## src/rtl/core/rpsc_pkg.sv

```systemverilog
// rpsc_pkg: shared types and codes of the ramped pid speed controller
// beat payloads, register file, stage payload, op and register index codes
// no dependencies
package rpsc_pkg;

   // op codes of an input beat
   localparam logic [1:0] OP_TICK    = 2'd0;
   localparam logic [1:0] OP_COMMAND = 2'd1;
   localparam logic [1:0] OP_MEASURE = 2'd2;

   // register indexes
   localparam int CSR_IDX_W = 3;
   localparam logic [CSR_IDX_W-1:0] CSR_RAMP_STEP     = 3'd0;
   localparam logic [CSR_IDX_W-1:0] CSR_TIMEOUT_TICKS = 3'd1;
   localparam logic [CSR_IDX_W-1:0] CSR_KP_GAIN       = 3'd2;
   localparam logic [CSR_IDX_W-1:0] CSR_KI_SCALED     = 3'd3;
   localparam logic [CSR_IDX_W-1:0] CSR_KD_SCALED     = 3'd4;

   typedef struct packed {
      logic [1:0]         op;
      logic signed [31:0] value;
   } req_type;

   typedef struct packed {
      logic signed [31:0] voltage;
      logic signed [31:0] ramped_target;
   } rsp_type;

   typedef struct packed {
      logic [30:0] ramp_step;
      logic [15:0] timeout_ticks;
      logic [23:0] kp_gain;
      logic [23:0] ki_scaled;
      logic [23:0] kd_scaled;
   } cfg_type;

   // handed from the ramp stage to the pid stage
   typedef struct packed {
      logic signed [32:0] err;
      logic signed [33:0] derr;
      logic signed [31:0] target;
      logic               clr_integral;
   } tick_type;

endpackage

```

## src/rtl/core/rpsc_ramp.sv

```systemverilog
// rpsc_ramp: command timeout, target slew and error terms of one tick
// holds command, target, measurement, previous error and tick counter
// depends on rpsc_pkg
module rpsc_ramp #(
   parameter int FRAC_BITS = 16
) (
   input  logic               clock,
   input  logic               reset,
   input  logic               tick_go,
   input  logic               cmd_load,
   input  logic               meas_load,
   input  logic signed [31:0] value,
   input  rpsc_pkg::cfg_type  cfg,
   output rpsc_pkg::tick_type tick_out
);

   localparam int NEAR_ZERO_INT = ((1 << FRAC_BITS) + 50) / 100;
   localparam logic signed [31:0] NEAR_ZERO = 32'(NEAR_ZERO_INT);

   logic signed [31:0] cmd_ff, cmd_in;
   logic signed [31:0] target_ff, target_in;
   logic signed [31:0] meas_ff, meas_in;
   logic signed [32:0] prev_err_ff, prev_err_in;
   logic [15:0]        ticks_ff, ticks_in;

   logic [15:0]        ticks_tick;
   logic               timed_out;
   logic signed [31:0] cmd_eff;
   logic signed [32:0] diff;
   logic signed [33:0] diff2;
   logic signed [33:0] step;
   logic               step_up;
   logic               step_down;
   logic signed [32:0] slewed;
   logic signed [31:0] slewed_sat;
   logic signed [31:0] new_target;
   logic signed [32:0] err;
   logic signed [33:0] derr;

   always_comb begin
      ticks_tick = (ticks_ff == 16'hFFFF) ? ticks_ff : ticks_ff + 16'd1;
      timed_out  = (cfg.timeout_ticks != 16'd0) && (ticks_tick > cfg.timeout_ticks);
      cmd_eff    = timed_out ? 32'sd0 : cmd_ff;

      diff  = {cmd_eff[31], cmd_eff} - {target_ff[31], target_ff};
      diff2 = {diff, 1'b0};
      step  = $signed({3'b000, cfg.ramp_step});
      step_up   = diff2 > step;
      step_down = diff2 < -step;

      if (step_up) begin
         slewed = {target_ff[31], target_ff} + step[32:0];
      end else begin
         slewed = {target_ff[31], target_ff} - step[32:0];
      end
      // saturate to 32 bits
      if (slewed[32] != slewed[31]) begin
         slewed_sat = slewed[32] ? 32'sh8000_0000 : 32'sh7FFF_FFFF;
      end else begin
         slewed_sat = slewed[31:0];
      end
      new_target = (step_up || step_down) ? slewed_sat : cmd_eff;

      err  = {new_target[31], new_target} - {meas_ff[31], meas_ff};
      derr = {err[32], err} - {prev_err_ff[32], prev_err_ff};

      tick_out.err          = err;
      tick_out.derr         = derr;
      tick_out.target       = new_target;
      // near-zero test uses the target before the slew
      tick_out.clr_integral = (target_ff < NEAR_ZERO) && (target_ff > -NEAR_ZERO);
   end

   always_comb begin
      cmd_in      = cmd_ff;
      target_in   = target_ff;
      meas_in     = meas_ff;
      prev_err_in = prev_err_ff;
      ticks_in    = ticks_ff;
      if (tick_go) begin
         ticks_in    = ticks_tick;
         cmd_in      = cmd_eff;
         target_in   = new_target;
         prev_err_in = err;
      end else if (cmd_load) begin
         cmd_in   = value;
         ticks_in = 16'd0;
      end else if (meas_load) begin
         meas_in = value;
      end
   end

   always_ff @(posedge clock) begin
      if (reset) begin
         cmd_ff      <= '0;
         target_ff   <= '0;
         meas_ff     <= '0;
         prev_err_ff <= '0;
         ticks_ff    <= '0;
      end else begin
         cmd_ff      <= cmd_in;
         target_ff   <= target_in;
         meas_ff     <= meas_in;
         prev_err_ff <= prev_err_in;
         ticks_ff    <= ticks_in;
      end
   end

`ifndef SYNTHESIS
   a_ticks_hold_at_max: assert property (@(posedge clock) disable iff (reset)
      tick_go && (ticks_ff == 16'hFFFF) |=> ticks_ff == 16'hFFFF)
      else $error("tick counter left saturation");
`endif

endmodule

```

## config.mk

```make
export PLATFORM = sky130hd
export DESIGN_NAME = rpsc_ramp
export DESIGN_NICKNAME = d
export VERILOG_FILES = /design/src/rtl/core/rpsc_pkg.sv /design/src/rtl/core/rpsc_ramp.sv
export SDC_FILE = /design/constraint.sdc
export NUM_CORES = 1
export LEC_CHECK = 0
export BUFFER_PORTS_ARGS = -buffer_cell sky130_fd_sc_hd__buf_2
export CORE_UTILIZATION = 45
export DETAILED_ROUTE_END_ITERATION = 8
export PLACE_DENSITY = 0.72
export REMOVE_ABC_BUFFERS = 1
export SETUP_SLACK_MARGIN = 0.15
export SLEW_MARGIN = 20
export SYNTH_ARGS = -nofsm -noshare
export SYNTH_HDL_FRONTEND = slang
export SYNTH_SLANG_ARGS = --single-unit
```

## constraint.sdc

```tcl
create_clock -name clock -period 62.9 [get_ports clock]
set_clock_uncertainty 0.15 [all_clocks]
set_input_delay 18.87 -clock clock [delete_from_list [all_inputs] [get_ports clock]]
set_output_delay 18.87 -clock clock [all_outputs]
set_load 0.02 [all_outputs]
```

# Word-level counts from Yosys, hierarchy flattened
# Cells that the tools add are included.
dict set report totals {
  output_inout_bits 100
  in_bits 156
  word_cells 37
  register_bits 145
}
dict set report classes {
  order_cmp 5
  reduce_logical 6
  bitwise 2
  muxes 10
  eq_ne 2
  n_addsub 7
}
# operator n
set ops {}
lappend ops {{$mux 32} 6}
lappend ops {{$sub 32x32->33} 3}
lappend ops {{$mux 16} 3}
lappend ops {{$gt 34x32->1} 1}
lappend ops {{$lt 34x34->1} 1}
lappend ops {{$neg 31->34} 1}
lappend ops {{$sub 33x33->34} 1}
lappend ops {{$add 32x32->33} 1}
lappend ops {{$mux 33} 1}
lappend ops {{$gt 32x11->1 const B} 1}
lappend ops {{$lt 32x11->1 const B} 1}
lappend ops {{$add 16x1->16 const B} 1}
lappend ops {{$eq 16x16->1 const B} 1}
lappend ops {{$gt 16x16->1} 1}
lappend ops {{$reduce_bool 16->1} 1}
lappend ops {{$reduce_and 3->1} 1}
lappend ops {{$logic_and 1x1->1} 2}
lappend ops {{$not 1->1} 2}
lappend ops {{$reduce_bool 2->1} 1}
lappend ops {{$logic_or 1x1->1} 1}
lappend ops {{$ne 1x1->1} 1}

# Longest topological paths before layout
dict set report logic_depth {
  word_depth 13
  mapped_depth 81
  ltp_nobuf 78
}

# Least setup slack after synthesis
# Ideal clock, no wire load.
dict set report synth_timing {
  path_type {in2out}
  start {input cfg[73] (netlist bit)}
  end {output tick_out[66] (netlist bit)}
  t_arrival_ns 32.305
  stages 68
  slack_ns 11.575
  n_path_buf 5
  t_required_ns 43.880
  cell_sequence {inv_1 ha_1 nor2b_1 o21a_1 o21a_1 o21a_1 o21ai_0 a21oi_1 o211ai_1 a21o_1 clkbuf_1 clkbuf_1 nand2_1 inv_1 ha_1 buf_2 a21oi_1 nor3_1 [32 not listed] nor2b_1 o21ai_0 a21oi_1 a221oi_1 o21ai_0 xor2_1 ha_1 a21o_1 a21o_1 a21oi_1 o21ai_0 a21o_1 a21o_1 a41oi_1 o21ai_0 a31oi_1 a21oi_1 a31oi_1}
}
# item line
set synth_rtl {}
lappend synth_rtl {{start: declaration} rpsc_ramp.sv:13} ;# input rpsc_pkg::cfg_type cfg,
lappend synth_rtl {{end: declaration} rpsc_ramp.sv:14} ;# output rpsc_pkg::tick_type tick_out

==> metrics.md <==
| Metric | Value |
|---|---|
| Status | completed |
| Fin. Hold Viols | 0 |
| Htree depth | 4 |
| Crit Path Category | in -> out |
| #FFs+latches synth | approximately 150 |
| Yosys top cell area share | 17.52% |
| Initial antenna violation count | 0 |
| Fill cells | roughly 3500 |
| Vias in the first global route | between 15000 and 20000 |
| Final min period | between 50000 and 60000 ps |
| CP Data Required Time | between 40000 and 50000 ps |
| Reg2reg setup slack | 46640 ps |
| Clock sink count | about 150 |
| Seq/Total Area, Yosys | between 10% and 20% |
| TNS Setup | 0 ps |
| Mapped Cells | about 2200 |
| Iter 0 DRT Violations | approximately 1200 |
| Synth area leaders | dfxtp_1 18%, ha_1 16%, xnor2_1 7.7% |
| Synthesized cell area | 16570 um^2 |
| RSZ-0062 raised after global routing | no |
| Slew @ Worst Pin | 1015 ps |
| Clock Latency Late Sink | between 400 and 500 ps |
| Slew HR | 32.33% |
| Reg2reg end | prev_err_ff[32] |
| Drt drc | 0 |
| Critical Path AT | around 35000 ps |
| Max-slew violations | 0 |
| # resized after CTS | 0 |
| Clock root buffer | clkbuf_16 |
| IO buf count | ~180 |
| Vias per Instance | 5.734 |
| Final period util | between 80% and 90% |
| Synth area leader | dfxtp_1 |
| Synth cell types | 81 |
| GR Util All Layers | between 20 and 30% |
| Slowest stage delay, CP | roughly 550 ps |
| Synth-to-layout area growth | 11.80% |
| Synthesized area per cell | around 7.4 um^2 |
| Total grt overflow | 0 |
| Die span in x | 193.9 um |
| F_max | 0.01845 GHz |
| Largest net degree at the start of global routing | 80 |
| I/O pins | approximately 260 |
| Slowest library cell on the worst path | nand2_1 |
| Antenna-violating nets left | 0 |
| Critical path startpoint category | input pin |
| Hold worst-path end | meas_ff[23] |
| Hold buffers post-CTS | 0 |
| HP Start | meas_ff[23] |
| Row cnt | 69 |
| Post-CTS Setup Inserts | 0 |
| Maximum clock path buffer count | 2 |
| DIE HEIGHT | 193.9 um |
| WL per Instance | 17.34 um |
| # setup viols final | 0 |
| Final wirelength | approximately 50 mm |
| Synth warnings | 0 |
| Max cap viols | 0 |
| Async S/R FF share, synth | 0% |
| FF-to-FF Start | ticks_ff[4] |
| CTS clk-pin slew, worst paths | approximately 60 ps |
| Hold path depth | 2 |
| DR pass1 iterations | 5 |
| First-pass GRT wire length | just under 80 mm |
| EDFF count, synth | 0 |
| Core area | between 30000 and 40000 um^2 |
| DP Wirelength | 39.26 mm |
| CTS buffer count | 17 |
| Crit end category | primary output |
| Starting Density | 46.13% |
| HP Class | reg -> reg |
| Top_reg_cell synth | dfxtp_1 |
| Die Footprint | 37580 um^2 |
| Worst reg2reg path depth | between 60 and 70 |
| CTS tree | built |
| Vias | between 15000 and 20000 |
| Nets | 2741 |
| Layout cells sized above 1 | 10.99% |
| Crit-path max FO | 44 |
| Placer Congestion | ~0.93 |
-- layout by cell type (no fill, tap or decap), drive strengths merged, types with 33 or more instances in the layout --
cell,instances
a21o,83
a21oi,174
nand3,42
xor2,33
ha,209
dfxtp,145
o21ai,99
nor2b,40
nand2,229
nor2,179
mux2i,54
nor3,51
nand4,50
xnor2,147
inv,213
a211oi,56
buf,198
-- synthesized netlist by cell type, drive strengths merged, types with 5 or more instances --
library cell and instances:
mux2 8, a311oi 11, clkbuf 70, dfxtp 145, nand2b 29, a21oi 174, o21a 21, a211oi 56
a41oi 7, nor3 51, o21ai 99, o31ai 7, a31oi 24, o211ai 12, xor2 33, inv 210
and4 6, xnor2 147, a21boi 7, a2111oi 5, nor2 179, buf 14, nor3b 16, nand2 229
maj3 23, mux2i 54, o221ai 13, a21o 83, o21bai 18, nor4 20, nor2b 40, or2 7
and2 26, and3 14, nand3 42, ha 209, o22ai 10, nand4 50, or3 14
-- cells by family (layout without fill, tap and decap cells) --
family / count (synthesis) / in the layout / share of synthesized area, %
simple gates: 733 / 733 / 21.52
compound gates: 589 / 589 / 23.16
buf+inv: 294 / 440 / 6.775
fa+ha+maj: 236 / 236 / 17.66
xor+xnor: 180 / 180 / 9.562
flops: 145 / 145 / 17.52
mux: 62 / 62 / 3.807
other cells: 0 / 2 / 0
-- final cells by class --
cell class	instances	area (um^2)	share of cell area, %
multi-input combinational	1800	12560	67.81
antenna	2	5.005	0.02702
timing repair buffer	198	1033	5.580
inverter	210	788.3	4.256
clock buffer	19	452.9	2.446
tap	461	576.8	3.114
clock inverter	13	201.4	1.088
sequential	145	2903	15.67
-- sequential cells by signal, indices dropped and copies added, names as in the netlist --
signal	flops
meas_ff	32
target_ff	32
ticks_ff	16
prev_err_ff	33
cmd_ff	32
-- how the worst max path moves through the flow --
| stage | start | to | slack, ps | cells past startpoint |
|---|---|---|---|---|
| finish | cfg[73] | tick_out[66] | 8690 | 73 |
| global route | cfg[73] | tick_out[64] | 7650 | 69 |
| CTS | cfg[73] | tick_out[66] | 8890 | 73 |
| detailed placement | cfg[73] | tick_out[66] | 8960 | 69 |
| global placement | cfg[73] | tick_out[66] | 9060 | 73 |
| floorplan | cfg[73] | tick_out[66] | 10890 | 66 |
-- critical path, delay by kind of cell --
| kind | cells | cell delay (ps) |
|---|---|---|
| adder cells (fa/ha/maj) | 9 | 2890 |
| XOR/XNOR | 3 | 850 |
| multiplexers | 1 | 200 |
| AO/OA/AOI/OAI | 42 | 8680 |
| buffers and inverters | 6 | 1080 |
| AND/OR/NAND/NOR | 12 | 2550 |
-- stage by stage --
stage               cells  hold slack [ps]  util (%)  setup slack (ps)  cell area [um^2]
finish               2848            304.0     51.57              8688             18520
global route         2846            321.3     51.55              7651             18520
CTS                  2846            305.6     51.54              8890             18510
detailed placement   2814            297.2     49.72              8960             17860
global placement     2814            292.6     49.72              9063             17860
floorplan            2155            280.3         -             10890             16230
-- metal layers --
layer | vias up | global-route usage [%] | wire (um)
met4 | 0 | 8.466 | 1413
met1 | 7546 | 35.72 | 23720
met3 | 80 | 2.296 | 2593
met2 | 481 | 41.28 | 21660
met5 | - | 0 | 0
li1 | 8224 | - | -
Power is left out: the tool's default activity adds up to more than one toggle a clock period on the data nets, which glitch-free logic cannot reach.
